File: src/rtl/sacl_pkg.sv
// ----------------------------------------------------------------------------
// sacl_pkg
// Shared types and constants for the set associative cache lookup block.
// ----------------------------------------------------------------------------
package sacl_pkg;

  // Storage geometry
  localparam int unsigned NumLines = 256;
  localparam int unsigned LineIdxW = 8;
  localparam int unsigned TagW     = 28;
  localparam int unsigned StampW   = 32;
  localparam int unsigned CountW   = 32;
  localparam int unsigned AddrW    = 32;
  localparam int unsigned CfgIdxW  = 2;
  localparam int unsigned CfgDataW = 32;
  localparam int unsigned WayW     = 7;

  // Parameter defaults
  localparam int unsigned CacheBytesLog2Def = 12;
  localparam int unsigned AddrBitsDef       = 32;

  // Register indexes
  localparam logic [CfgIdxW-1:0] CFG_LINE_SIZE = 2'd0;
  localparam logic [CfgIdxW-1:0] CFG_WAYS      = 2'd1;
  localparam logic [CfgIdxW-1:0] CFG_POLICY    = 2'd2;

  // Replacement policies (the spare code acts as LRU)
  localparam logic [1:0] POL_RANDOM = 2'd0;
  localparam logic [1:0] POL_LRU    = 2'd1;
  localparam logic [1:0] POL_LFU    = 2'd2;

  localparam logic [31:0] LfsrTaps = 32'h8020_0003;

  // One stored line
  typedef struct packed {
    logic [TagW-1:0]   tag;
    logic [StampW-1:0] stamp;
    logic [CountW-1:0] count;
  } line_t;

  typedef struct packed {
    logic                en;
    logic [LineIdxW-1:0] addr;
  } rd_req_t;

  typedef struct packed {
    logic                en;
    logic [LineIdxW-1:0] addr;
    line_t               data;
  } wr_req_t;

  typedef struct packed {
    logic  valid;
    line_t data;
  } rd_rsp_t;

endpackage

File: src/rtl/sacl_lookup.sv
// ----------------------------------------------------------------------------
// sacl_lookup
// Request decode, way scan, victim choice, line update and result register.
// ----------------------------------------------------------------------------
module sacl_lookup import sacl_pkg::*; #(
  parameter int unsigned CACHE_BYTES_LOG2 = CacheBytesLog2Def,
  parameter int unsigned ADDR_BITS        = AddrBitsDef
) (
  input  logic                clk_i,
  input  logic                rst_ni,
  input  logic                req_valid_i,
  output logic                req_ready_o,
  input  logic [AddrW-1:0]    req_addr_i,
  output logic                rsp_valid_o,
  input  logic                rsp_ready_i,
  output logic                rsp_hit_o,
  output logic [LineIdxW-1:0] rsp_line_o,
  input  logic [3:0]          line_size_log2_i,
  input  logic [2:0]          ways_log2_i,
  input  logic [1:0]          policy_i,
  output rd_req_t             rd_req_o,
  output wr_req_t             wr_req_o,
  input  rd_rsp_t             rd_rsp_i
);

  localparam logic [1:0] S_IDLE  = 2'd0;
  localparam logic [1:0] S_SCAN  = 2'd1;
  localparam logic [1:0] S_WRITE = 2'd2;

  localparam logic [AddrW-1:0] AddrMask =
    (ADDR_BITS >= AddrW) ? '1 : AddrW'((64'd1 << ADDR_BITS) - 64'd1);

  logic [1:0]          state_q, state_d;
  logic [LineIdxW-1:0] base_q, base_d;
  logic [TagW-1:0]     tag_q, tag_d;
  logic [WayW-1:0]     wmask_q, wmask_d;
  logic [WayW:0]       issue_q, issue_d;
  logic                chk_vld_q, chk_vld_d;
  logic [WayW-1:0]     chk_way_q, chk_way_d;
  logic [WayW-1:0]     best_way_q, best_way_d;
  logic [31:0]         best_val_q, best_val_d;
  logic [LineIdxW-1:0] wr_idx_q, wr_idx_d;
  logic                hit_q, hit_d;
  logic [CountW-1:0]   cnt_q, cnt_d;
  logic [StampW-1:0]   clock_q, clock_d;
  logic [31:0]         lfsr_q, lfsr_d;
  logic                out_valid_q, out_valid_d;
  logic                out_hit_q, out_hit_d;
  logic [LineIdxW-1:0] out_line_q, out_line_d;

  // Geometry from the configuration
  logic [3:0]          lines_log2;
  logic [2:0]          wl;
  logic [3:0]          sets_log2;
  logic [AddrW-1:0]    addr_m;
  logic [LineIdxW-1:0] set_mask;
  logic [LineIdxW-1:0] set_idx;
  logic [4:0]          tag_shift;

  always_comb begin
    int ll;
    ll = int'(CACHE_BYTES_LOG2) - int'(line_size_log2_i);
    if (ll < 0) ll = 0;
    if (ll > 8) ll = 8;
    lines_log2 = 4'(ll);
    if ({1'b0, ways_log2_i} > lines_log2) begin
      wl = lines_log2[2:0];
    end else begin
      wl = ways_log2_i;
    end
    sets_log2 = lines_log2 - {1'b0, wl};
    addr_m    = req_addr_i & AddrMask;
    set_mask  = LineIdxW'((9'd1 << sets_log2) - 9'd1);
    set_idx   = LineIdxW'(addr_m >> line_size_log2_i) & set_mask;
    tag_shift = {1'b0, line_size_log2_i} + {1'b0, sets_log2};
  end

  // Check of the way read in the previous cycle
  logic [LineIdxW-1:0] chk_idx;
  logic [31:0]         chk_val;
  logic                chk_better;
  logic [WayW-1:0]     min_way;
  logic [31:0]         lfsr_next;
  logic [CountW-1:0]   hit_cnt;

  always_comb begin
    chk_idx    = base_q + LineIdxW'(chk_way_q);
    chk_val    = (policy_i == POL_LFU) ? rd_rsp_i.data.count : rd_rsp_i.data.stamp;
    chk_better = (chk_way_q == '0) || (chk_val < best_val_q);
    min_way    = chk_better ? chk_way_q : best_way_q;
    lfsr_next  = {1'b0, lfsr_q[31:1]} ^ (lfsr_q[0] ? LfsrTaps : 32'd0);
    hit_cnt    = (rd_rsp_i.data.count == '1) ? rd_rsp_i.data.count
                                             : rd_rsp_i.data.count + 1'b1;
  end

  // Controller
  always_comb begin
    state_d     = state_q;
    base_d      = base_q;
    tag_d       = tag_q;
    wmask_d     = wmask_q;
    issue_d     = issue_q;
    chk_vld_d   = 1'b0;
    chk_way_d   = chk_way_q;
    best_way_d  = best_way_q;
    best_val_d  = best_val_q;
    wr_idx_d    = wr_idx_q;
    hit_d       = hit_q;
    cnt_d       = cnt_q;
    clock_d     = clock_q;
    lfsr_d      = lfsr_q;
    out_valid_d = out_valid_q && !rsp_ready_i;
    out_hit_d   = out_hit_q;
    out_line_d  = out_line_q;
    rd_req_o    = '{en: 1'b0, addr: base_q + LineIdxW'(issue_q)};
    wr_req_o    = '{en: 1'b0, addr: wr_idx_q,
                    data: '{tag: tag_q, stamp: clock_q + 1'b1, count: cnt_q}};

    unique case (state_q)
      S_IDLE: begin
        if (req_valid_i) begin
          base_d  = LineIdxW'(set_idx << wl);
          tag_d   = TagW'(addr_m >> tag_shift);
          wmask_d = WayW'((8'd1 << wl) - 8'd1);
          issue_d = '0;
          state_d = S_SCAN;
        end
      end
      S_SCAN: begin
        // Issue the next way
        if (issue_q <= {1'b0, wmask_q}) begin
          rd_req_o.en = 1'b1;
          chk_vld_d   = 1'b1;
          chk_way_d   = issue_q[WayW-1:0];
          issue_d     = issue_q + 1'b1;
        end
        if (chk_vld_q) begin
          if (!rd_rsp_i.valid) begin
            wr_idx_d  = chk_idx;
            hit_d     = 1'b0;
            cnt_d     = CountW'(1);
            chk_vld_d = 1'b0;
            state_d   = S_WRITE;
          end else if (rd_rsp_i.data.tag == tag_q) begin
            wr_idx_d  = chk_idx;
            hit_d     = 1'b1;
            cnt_d     = hit_cnt;
            chk_vld_d = 1'b0;
            state_d   = S_WRITE;
          end else begin
            best_way_d = min_way;
            best_val_d = chk_better ? chk_val : best_val_q;
            if (chk_way_q == wmask_q) begin
              // Set full: replace a victim
              hit_d     = 1'b0;
              cnt_d     = CountW'(1);
              chk_vld_d = 1'b0;
              state_d   = S_WRITE;
              if (policy_i == POL_RANDOM) begin
                lfsr_d   = lfsr_next;
                wr_idx_d = base_q + LineIdxW'(lfsr_next[WayW-1:0] & wmask_q);
              end else begin
                wr_idx_d = base_q + LineIdxW'(min_way);
              end
            end
          end
        end
      end
      S_WRITE: begin
        if (!out_valid_q || rsp_ready_i) begin
          wr_req_o.en = 1'b1;
          clock_d     = clock_q + 1'b1;
          out_valid_d = 1'b1;
          out_hit_d   = hit_q;
          out_line_d  = wr_idx_q;
          state_d     = S_IDLE;
        end
      end
      default: state_d = S_IDLE;
    endcase
  end

  // Control registers
  always_ff @(posedge clk_i or negedge rst_ni) begin
    if (!rst_ni) begin
      state_q     <= S_IDLE;
      chk_vld_q   <= 1'b0;
      clock_q     <= '0;
      lfsr_q      <= 32'd1;
      out_valid_q <= 1'b0;
    end else begin
      state_q     <= state_d;
      chk_vld_q   <= chk_vld_d;
      clock_q     <= clock_d;
      lfsr_q      <= lfsr_d;
      out_valid_q <= out_valid_d;
    end
  end

  // Payload registers
  always_ff @(posedge clk_i) begin
    base_q     <= base_d;
    tag_q      <= tag_d;
    wmask_q    <= wmask_d;
    issue_q    <= issue_d;
    chk_way_q  <= chk_way_d;
    best_way_q <= best_way_d;
    best_val_q <= best_val_d;
    wr_idx_q   <= wr_idx_d;
    hit_q      <= hit_d;
    cnt_q      <= cnt_d;
    out_hit_q  <= out_hit_d;
    out_line_q <= out_line_d;
  end

  assign req_ready_o = (state_q == S_IDLE);
  assign rsp_valid_o = out_valid_q;
  assign rsp_hit_o   = out_hit_q;
  assign rsp_line_o  = out_line_q;

endmodule

File: config.mk
export PLATFORM = sky130hd
export DESIGN_NAME = sacl_lookup
export DESIGN_NICKNAME = d
export VERILOG_FILES = /design/src/rtl/sacl_pkg.sv /design/src/rtl/sacl_lookup.sv
export SDC_FILE = /design/constraint.sdc
export NUM_CORES = 1
export LEC_CHECK = 0
export ABC_AREA = 1
export BUFFER_PORTS_ARGS = -buffer_cell sky130_fd_sc_hd__buf_2
export CAP_MARGIN = 20
export CORE_ASPECT_RATIO = 1.1
export CORE_MARGIN = 2
export CORE_UTILIZATION = 35
export CTS_CLUSTER_DIAMETER = 150
export CTS_CLUSTER_SIZE = 40
export DETAILED_ROUTE_END_ITERATION = 10
export PLACE_DENSITY = 0.55
export SLEW_MARGIN = 10
export SYNTH_ARGS = -nofsm -noshare
export SYNTH_HDL_FRONTEND = slang
export SYNTH_SLANG_ARGS = --single-unit
File: constraint.sdc
create_clock -name clk_i -period 4.5 [get_ports clk_i]
set_input_delay 0.225 -clock clk_i [delete_from_list [all_inputs] [get_ports clk_i]]
set_output_delay 0.225 -clock clk_i [all_outputs]
set_load 0.03 [all_outputs]
[Yosys cells after proc, flatten, opt, wreduce, memory -nomap -nowiden]
Cells that the tools add are included.
Operators by class
  $add $sub $neg: 12
  magnitude comparators: 5
  eq/ne operators: 12
  shifts and indexed selects: 5
  multiplexer cells: 36
  bitwise operators: 4
  reduce and logical (&&, ||, !) cells: 18
Operator list (count)
  2-to-1 mux 32 bit: 6
  adder 32 x 1 -> 32 bit, second input constant: 2
  2-to-1 mux 8 bit: 6
  equality test 32 bit, second input constant: 1
  greater-than comparator 32 x 5 -> 1 bit, second input constant: 1
  < comparator 32 bit: 1
  >> shifter 32 x 4 -> 8 bit: 1
  >> shifter 32 x 5 -> 28 bit: 1
  XOR 31 x 32 -> 32 bit: 1
  equality test 28 bit: 1
  adder 8 x 7 -> 8 bit: 3
  case mux 8 bit (2 select lines): 1
  2-to-1 mux 1 bit: 13
  2-to-1 mux 2 bit: 6
  adder 8 x 1 -> 8 bit, second input constant: 1
  adder 8 bit: 1
  AND 8 bit: 1
  <= comparator 8 x 7 -> 1 bit: 1
  != test 2 bit, second input constant: 4
  AND reduction 4 bit: 2
  << shifter 1 x 4 -> 8 bit, first input constant: 1
  << shifter 8 x 3 -> 8 bit: 1
  subtractor 8 x 1 -> 8 bit, second input constant: 1
  AND 7 bit: 1
  other kinds (27): 34
Word-level totals
  register bits after elaboration: 215
  input bits: 138
  output and inout bits: 121
  word-level logic and storage cells: 109

[Logic depth before layout (Yosys ltp)]
Gate-level depths: netlist (run 1).
  depth after elaboration: 12
  gate-level depth with buffers: 32
  mapped depth without buffers: 31

[Worst setup path before layout (run 1)]
OpenSTA, ideal clock, no wires.
  path type: input-to-reg
  start: input line_size_log2_i[1]
  end: register tag_q[2], data pin
  library setup time: 0.269 ns
  arrival time: 4.637 ns
  data required time: 4.231 ns
  slack: -0.406 ns
  cell stages on the path: 25
  buffers on the path: 3
  cell sequence: inv_1 > clkbuf_1 > ha_1 > nor2_1 > nor3_1 > inv_1 > ha_1 > inv_1 > o21bai_1 > a21oi_1 > nor2_4 > nand2_1 > o21ai_2 > buf_4 > ha_1 > fa_1 > xnor2_1 > ha_1 > xnor2_1 > inv_2 > clkbuf_1 > o21ai_0 > a21oi_1 > o311ai_0 > o21ai_1
On the way
  cells in the longest elaborated chain, start to end: 10
RTL lines
  start: declaration: line sacl_lookup.sv:18  | input logic [3:0] line_size_log2_i,
  subtractor 4 x 4 -> 5 bit: line sacl_lookup.sv:62  | ll = int'(CACHE_BYTES_LOG2) - int'(line_size_log2_i);
  < comparator 5 x 1 -> 1 bit: line sacl_lookup.sv:63  | if (ll < 0) ll = 0;
  2-to-1 mux 32 bit: line sacl_lookup.sv:63
  greater-than comparator 32 x 5 -> 1 bit: line sacl_lookup.sv:64  | if (ll > 8) ll = 8;
  2-to-1 mux 4 bit: line sacl_lookup.sv:64
  greater-than comparator 3 x 4 -> 1 bit: line sacl_lookup.sv:66  | if ({1'b0, ways_log2_i} > lines_log2) begin
  2-to-1 mux 3 bit: line sacl_lookup.sv:66
  subtractor 4 x 3 -> 4 bit: line sacl_lookup.sv:71  | sets_log2 = lines_log2 - {1'b0, wl};
  adder 4 x 4 -> 5 bit (*): line sacl_lookup.sv:75  | tag_shift = {1'b0, line_size_log2_i} + {1'b0, sets_log2};
  >> shifter 32 x 5 -> 28 bit (*): line sacl_lookup.sv:123  | tag_d = TagW'(addr_m >> tag_shift);
  end signal: assignment: line sacl_lookup.sv:203  | tag_q <= tag_d;
  end: declaration: line sacl_lookup.sv:35  | logic [TagW-1:0] tag_q, tag_d;
Mark *: on every way between the ends. The rest lies on a longest branch, timed or not.
A chain may end at the register's enable or synchronous reset.

[Final worst setup path (run 1)]
  start: input line_size_log2_i[1]
  end: register tag_q[3], data pin
Same word-level chain as after synthesis.

==> results of run 1 <==
per-stage QoR:
step	cell area (sq um)	power, W	setup TNS [ps]
after CTS	17350	0.009416	0
after global routing	17350	0.01009	0
final	17350	0.009318	0
after floorplan	14830	0.006566	0
after detailed placement	17070	0.008352	-265.6
after global placement	17070	0.008306	0
cell usage in the layout (no fill, tap or decap), drive strengths merged:
cell	instances
and3	1
nand2	495
and2	10
mux2	3
nand3	100
buf	314
mux2i	7
o211ai	7
nand3b	2
clkbuf	12
xor2	63
diode	1
clkinv	5
nand4	33
a211oi	1
a21o	2
o22ai	6
inv	267
dlygate4sd3	1
nor3	36
o311ai	4
o31ai	3
xnor2	24
dfrtp	67
nor4b	2
a31oi	7
a21oi	69
a32o	2
ha	75
o21bai	2
o21ai	241
or2	14
nor2	149
nor4	12
dfstp	1
edfxtp	147
o221ai	1
fa	5
nor3b	2
o21a	5
logic make-up after synthesis:
| family | count (synthesis) |
|---|---|
| simple gates | 856 |
| compound gates | 350 |
| buf+inv | 327 |
| flops | 215 |
| xor+xnor | 87 |
| fa+ha+maj | 80 |
| mux | 10 |
state kept, by name, indices dropped and copies added (netlist names):
name / cells
base_q: 8
best_val_q: 32
best_way_q: 7
chk_vld_q: 1
chk_way_q: 7
clock_q: 32
cnt_q: 32
hit_q: 1
issue_q: 8
lfsr_q: 32
rsp_hit_o: 1
rsp_line_o: 8
rsp_valid_o: 1
state_q: 2
tag_q: 28
wmask_q: 7
wr_idx_q: 8
where the power goes:
| part | switching [W] | total [W] | internal [W] | leakage [nW] |
|---|---|---|---|---|
| clock network | 0.000643 | 0.00103 | 0.000389 | 0.126 |
| logic | 0.00342 | 0.00516 | 0.00174 | 5.69 |
| registers | 0.000387 | 0.00312 | 0.00274 | 2.21 |
| total | 0.00445 | 0.00932 | 0.00487 | 8.02 |
final timing paths:
kind	to	cells past startpoint
worst max-delay path	tag_q[3]$_DFFE_PP_	24
worst min-delay path	state_q[1]$_DFFE_PN0P_	4
min in group asynchronous	clock_q[10]$_DFFE_PN0P_	2
worst min register to register	rsp_hit_o$_DFFE_PP_	0
max in group asynchronous	lfsr_q[19]$_DFFE_PN0P_	3
worst max register to register	wr_idx_q[7]$_DFFE_PP_	23
area by class of cell:
| cell class | instances | area (sq um) | area share |
|---|---|---|---|
| Antenna cell | 1 | 2.502 | 0.0001442 |
| Clock inverter | 1 | 30.03 | 0.001731 |
| Multi-Input combinational cell | 1383 | 7473 | 0.4308 |
| Clock buffer | 12 | 236.5 | 0.01363 |
| Tap cell | 560 | 700.7 | 0.04039 |
| Timing Repair Buffer | 315 | 1772 | 0.1021 |
| Inverter | 271 | 1017 | 0.05863 |
| Sequential cell | 215 | 6117 | 0.3526 |
worst max-delay path: stages:
cell                       delay [ps]
sky130_fd_sc_hd__buf_2            100
sky130_fd_sc_hd__inv_1             50
sky130_fd_sc_hd__ha_1             260
sky130_fd_sc_hd__inv_1             50
sky130_fd_sc_hd__nor3_2           210
sky130_fd_sc_hd__inv_1             80
sky130_fd_sc_hd__ha_1             300
sky130_fd_sc_hd__inv_1             50
sky130_fd_sc_hd__o21bai_1         150
sky130_fd_sc_hd__a21oi_2           90
sky130_fd_sc_hd__nor2_4           150
sky130_fd_sc_hd__nand2_1           80
sky130_fd_sc_hd__o21ai_2           70
sky130_fd_sc_hd__ha_1             200
sky130_fd_sc_hd__fa_2             480
sky130_fd_sc_hd__fa_1             590
sky130_fd_sc_hd__buf_4            250
sky130_fd_sc_hd__nand2_1           90
sky130_fd_sc_hd__nand2_1           60
sky130_fd_sc_hd__inv_1             40
sky130_fd_sc_hd__o21ai_0          350
sky130_fd_sc_hd__nand2_1           80
sky130_fd_sc_hd__o21ai_0          120
sky130_fd_sc_hd__o21ai_0          110
metal layers:
| layer | up-vias | wire length [um] | GRT usage | part of all wire |
|---|---|---|---|---|
| met1 | 6217 | 19530 | 0.2630 | 0.45 |
| met3 | 50 | 2270 | 0.01852 | 0.053 |
| li1 | 6886 | - | - | - |
| met2 | 397 | 20280 | 0.3339 | 0.47 |
| met4 | 0 | 1132 | 0.05605 | 0.026 |
| met5 | - | 0 | 0 | 0 |
==> results.txt, run 1 <==
Of the available clock period, the critical path in the final layout requires 0.8969. IR analysis of the VDD net gives a maximum drop of 0.5108 mV. The area share of xor/xnor cells in the synthesized design came out at 0.05204. The number of DRC violations after detailed-routing iteration 0 is 832.

The portion of netlist area occupied by mux cells is 0.007024. The number of design rule violations left after detail routing is 0. The first-pass GRT wire length came out at 68220 um. The post-CTS repair timing setup buffer count came out at 0. The kind of launch point of the worst setup path is an input pin.

The net count after synthesis is 2143. The synthesized design spends more area on one cell type than any other, namely sky130_fd_sc_hd__edfxtp_1. STA classifies the critical path endpoint as a flop.

Sorting the synthesized cells by area gives the leading types as sky130_fd_sc_hd__edfxtp_1, sky130_fd_sc_hd__nand2_1, sky130_fd_sc_hd__dfrtp_1. In this run, synthesis produced a sequential element count of 215. The smallest setup slack after layout came out at 464.2 ps.

The final net count came out at 2413. The worst clock skew on the final layout came out at 43.15 ps. Of the total synthesized cell area, the portion taken by full adders, half adders and majority gates is 0.07024. The number of antenna violations at the first check in global routing is 1.

The total number of yosys warnings came out at 0. Tracing the worst setup path back leads to its startpoint at line_size_log2_i[1]. The share of the Yosys chip area taken by registers is 0.4137. The number of optimization iterations in the first detailed-route pass is 5. The count of different cell masters after synthesis came out at 53.

The final antenna-violating net count came out at 0. By count the netlist is led by sky130_fd_sc_hd__nand2_1, sky130_fd_sc_hd__inv_1, sky130_fd_sc_hd__o21ai_0. The deepest level of the CTS H-tree came out at 1. For the pin with the worst max-slew slack, the measured transition is 855.5 ps. sky130_fd_sc_hd__nand2_1 is the most common cell in the netlist.

The clock transition at the registers of the reported paths is 140 ps. The fraction of the mapped netlist area in compound gates came out at 0.1257. Among all flip-flop cells after synthesis, the most frequent one is sky130_fd_sc_hd__edfxtp_1. The critical path is of the in -> reg type. The final hold violation count is 0. The placed wire-length estimate is 35140 um. The number of buffers between clock root and the deepest sink came out at 3. The die is 219.6 um tall.

The non-filler instance count after layout came out at 2758. The number of ports placed on the die boundary is 259. The synthesized design contains 147 enable-type register cells.

The number of max-cap violations is 0. At the worst endpoint, the required time is 4720 ps. The number of buffers created by CTS is 9.

The worst hold path begins at rsp_ready_i. The layout overhead on the synthesized area came out at 17.34%. The root buffer cell chosen for the clock tree is sky130_fd_sc_hd__clkbuf_16. Port buffering added 258 buffers. The filler cells instantiated in the layout total 4327. The flow ran to the end, and the final reports show no timing, DRC or antenna violations. The die width is 200.0 um. The fraction of layout instances using a drive strength above 1 is 0.1684. The remaining max-slew budget at the tightest pin is 0.4297.

The detail-routed via count per cell is 4.913. The largest fanout of any net on the critical path is 24. TritonCTS built the clock tree. The pin count of the biggest net entering global routing is 65.

The number of global-route vias before repair came out at 12990. The worst hold slack after final layout came out at 27.54 ps. The share of synthesized flip-flops with an asynchronous set or reset came out at 0.3163. The fmax is 247.8 MHz. Setup violations remaining at the end of the flow were counted as 0. The final RePlAce weighted congestion is 0.9351. The full die area came out at 0.04391 sq mm. The clock latency of the later-clocked register in the worst-skew pair came out at 500 ps.

Dividing the detail-routed wire length by the instance count gives 15.67 um. Buffers inserted to repair hold after CTS numbered 1. The worst register-to-register path begins at best_val_q[31]$_DFFE_PP_.

The final count of pins violating max slew is 0. Synthesis handed over a netlist of 1925 instances. Data on the critical path arrives at its endpoint at 4260 ps. The number of instances in the placed design came out at 2743.

The mean instance size in the synthesized netlist came out at 7.681 sq um. Setup repair after global routing left no endpoint under its margin. The core outline area came out at 0.04148 sq mm. The number of clock sinks came out at 215. By area, the combinational part of the netlist is dominated by simple AND/OR/NAND/NOR gates. The utilization after layout is 0.4183.

For flop-to-flop paths, the worst setup slack is 760 ps. The leakage power is 8.023 nW. The power per cell area is 537.1 mW/mm^2. The routed layout has 13550 vias. The row count came out at 78. The final wirelength came out at 43210 um.

After synthesis the cells add up to 0.01479 sq mm. The post-CTS resize count came out at 0. The class of the tightest hold or removal check is in -> reg. The starting density of the core is 0.3565. The total overflow left after global routing is 0. The total routing resource utilization after global routing is 0.1956. The share of synthesized cell area in and, or, nand and nor gates is 0.2474. The setup slack after placement is -66.24 ps.

The shortest clock period the worst path allows after layout came out at 4036 ps. The proportion of netlist area held by the largest area contributor came out at 0.2986.
No activity file was read; power rests on OpenSTA's default activity.
==> run 2: changes to the inputs <==
--- a/config.mk
+++ b/config.mk
@@ -10,11 +10,11 @@
 export CAP_MARGIN = 20
 export CORE_ASPECT_RATIO = 1.1
 export CORE_MARGIN = 2
-export CORE_UTILIZATION = 35
+export CORE_UTILIZATION = 37
 export CTS_CLUSTER_DIAMETER = 150
 export CTS_CLUSTER_SIZE = 40
 export DETAILED_ROUTE_END_ITERATION = 10
-export PLACE_DENSITY = 0.55
+export PLACE_DENSITY = 0.58
 export SLEW_MARGIN = 10
 export SYNTH_ARGS = -nofsm -noshare
 export SYNTH_HDL_FRONTEND = slang
==> run 2 against run 1 <==
Against the previous run:
- clock skew rose by 9.4 ps
- cell area shrank 0.43%
- critical path depth up 1
- final cell count decreased by 2.0%
- worst setup slack worse by 39 ps
- power fell by 0.55%
- non-clock buffer count shrank 1
- routed wire length decreased by 1.5%
- sequential power hardly changed
- register-to-register slack improved by 20 ps
- flip-flop and latch count is the same
- critical path type unchanged
- clock-buffer cell count did not move
==> results.txt, run 2 (synthesis gave the netlist of run 1 again) <==
The post-CTS resize count is 0. The final count of pins violating max slew came out at 0. STA classifies the critical path endpoint as a flop. The critical path is of the in -> reg type.

After legalization and detailed placement, the total HPWL measured 34140 um. For this run, the total global-route usage over all layers was measured as 0.2012. 0 antenna diodes ended up in the layout. The number of max-cap violations came out at 0. Of the cells placed in the final design, the portion with a size suffix greater than 1 is 0.1676. The shortest clock period the worst path allows after layout came out at 4075 ps. The worst setup path startpoint is line_size_log2_i[1]. The non-filler instance count after layout is 2703. The first-pass GRT wire length is 67480 um. VDD sags by at most 0.6865 mV. The full die area is 0.04158 sq mm. The count of vias placed by the detailed router came out at 13460. Setup repair after global routing left no endpoint under its margin. The root buffer cell chosen for the clock tree is sky130_fd_sc_hd__clkbuf_16. The core outline area is 0.03927 sq mm.

The smallest setup slack after layout came out at 425.0 ps. The vertical die dimension came out at 213.7 um. In this run the worst path has a maximum fanout of 33. The detail-routed via count per cell came out at 4.980.

In this run, CTS created clock tree buffers numbering 9. The die width is 194.6 um. The number of global-route vias before repair was 12820. In this run the tightest slew margin relative to its limit is 0.3839. The pre-antenna-repair detailed-routing pass consisted of 5 iterations. In the final routed layout, each cell accounts on average for 15.74 um. The number of placed instances, taps included, is 2688. The number of buffers added on ports came out at 258.

The number of antenna violations at the first check in global routing was 0. The power per cell area came out at 536.4 mW/mm^2. For this configuration, the core starts out at a cell density of 0.3765. Timing analysis after detailed placement gives a worst setup slack of -58.95 ps. Of the available clock period, the critical path in the final layout requires 0.9056. Post-CTS timing repair inserted 0 buffers for setup. The number of ports placed on the die boundary is 259. The min-delay analysis places its worst path in the category in -> reg. Leaving out fill and tap cells, the most frequent cell in the layout is sky130_fd_sc_hd__nand2_1.

Clock-pin slew was measured on the worst setup and hold paths at 140 ps. The number of buffers between clock root and the deepest sink came out at 3. The endpoint arrival time on the critical path is 4290 ps. The flow ran to the end, and the final reports show no timing, DRC or antenna violations.

The count of endpoints failing setup in the final report came out at 0. The final wirelength came out at 42550 um. The final hold violation count was 0. The clock tree from TritonCTS is built.

The post-layout instance area is 0.01728 sq mm. The setup slack on the worst flop-to-flop path is 780 ps. The final antenna-violating net count came out at 0. The hold buffer count at CTS is 2.

The final RePlAce weighted congestion came out at 0.9049. Compared with the post-synthesis result, the final layout area differs by 16.84%. The number of DRC violations after detailed-routing iteration 0 is 805. Clock tree synthesis found a total of 215 sinks. The clock latency of the later-clocked register in the worst-skew pair is 510 ps.

The leakage power is 8.025 nW. Entering global routing, the biggest net connects 69 pins. The row count came out at 76.

The layout filler cell count is 4029. The slew at the pin closest to its max-slew limit is 924.2 ps. The startpoint identified for the worst hold timing path is req_valid_i.

The worst clock skew on the final layout came out at 52.57 ps. The deepest level of the CTS H-tree is 1. STA classifies the critical path startpoint as an input pin. The residual overflow from global routing came out at 0.

Static timing analysis puts the maximum clock frequency at 245.4 MHz. The library cells used most frequently in the layout, excluding fill and tap cells, are sky130_fd_sc_hd__nand2_1, sky130_fd_sc_hd__inv_1, sky130_fd_sc_hd__buf_2, sky130_fd_sc_hd__o21ai_0, sky130_fd_sc_hd__edfxtp_1. The final net count came out at 2412.

After detailed placement, the total cell area comes to 0.01699 sq mm. The startpoint identified for the worst register-to-register timing path is best_val_q[29]$_DFFE_PP_. For this run, design rule violations remaining after detail routing come to 0. The required time at the endpoint of the critical path is 4720 ps.
run 2: per-stage QoR:
| step | utilization | power, W | hold slack (ps) | setup TNS, ps |
|---|---|---|---|---|
| after floorplan | - | 0.006566 | -70.59 | 0 |
| after global placement | 0.4326 | 0.008222 | 407.9 | 0 |
| after detailed placement | 0.4326 | 0.008274 | 421.2 | -120.2 |
| after CTS | 0.4399 | 0.009334 | 9.826 | 0 |
| after global routing | 0.4399 | 0.01001 | 33.73 | 0 |
| final | 0.4399 | 0.009267 | 14.55 | 0 |
run 2: path summary, 6_finish.rpt:
path	endpoint	depth (start not counted)
worst max-delay path	tag_q[3]$_DFFE_PP_	25
worst min-delay path	state_q[0]$_DFFE_PN0P_	3
worst max register to register	wr_idx_q[7]$_DFFE_PP_	23
worst min register to register	rsp_hit_o$_DFFE_PP_	0
max in group asynchronous	lfsr_q[10]$_DFFE_PN0P_	3
min in group asynchronous	clock_q[12]$_DFFE_PN0P_	3
run 2: worst max-delay path, cell delays in order:
cell	delay, ps
sky130_fd_sc_hd__buf_2	90
sky130_fd_sc_hd__inv_1	50
sky130_fd_sc_hd__ha_1	260
sky130_fd_sc_hd__inv_1	50
sky130_fd_sc_hd__nor3_2	200
sky130_fd_sc_hd__inv_1	80
sky130_fd_sc_hd__ha_1	300
sky130_fd_sc_hd__inv_1	40
sky130_fd_sc_hd__o21bai_1	150
sky130_fd_sc_hd__a21oi_2	90
sky130_fd_sc_hd__nor2_4	140
sky130_fd_sc_hd__nand2_1	80
sky130_fd_sc_hd__o21ai_2	70
sky130_fd_sc_hd__ha_1	200
sky130_fd_sc_hd__fa_2	480
sky130_fd_sc_hd__fa_1	570
sky130_fd_sc_hd__buf_4	300
sky130_fd_sc_hd__nand2_1	90
sky130_fd_sc_hd__nand2_1	70
sky130_fd_sc_hd__inv_1	50
sky130_fd_sc_hd__o21ai_0	270
sky130_fd_sc_hd__buf_4	180
sky130_fd_sc_hd__nand2_1	40
sky130_fd_sc_hd__o21ai_0	100
sky130_fd_sc_hd__o21ai_0	100
run 2: power breakdown:
group          switching (W)  internal [W]
Combinational        0.00338       0.00173
Sequential          0.000386       0.00274
Clock               0.000645      0.000389
run 2: routing by layer:
layer  track usage  routed length, um  vias to the layer above
met5             0                  0                        -
met3       0.01824               2145                       47
li1              -                  -                     6884
met2        0.3475              19880                      377
met4       0.04987                940                        0
met1        0.2736              19580                     6152
run 2: area by class of cell:
class	count	area (sq um)	area share
clock inverter	1	30.03	0.001738
inverter	271	1017	0.05888
sequential	215	6117	0.3541
multi-input combinational	1383	7473	0.4326
clock buffer	12	236.5	0.01369
tap	507	634.4	0.03672
timing repair buffer	314	1767	0.1023
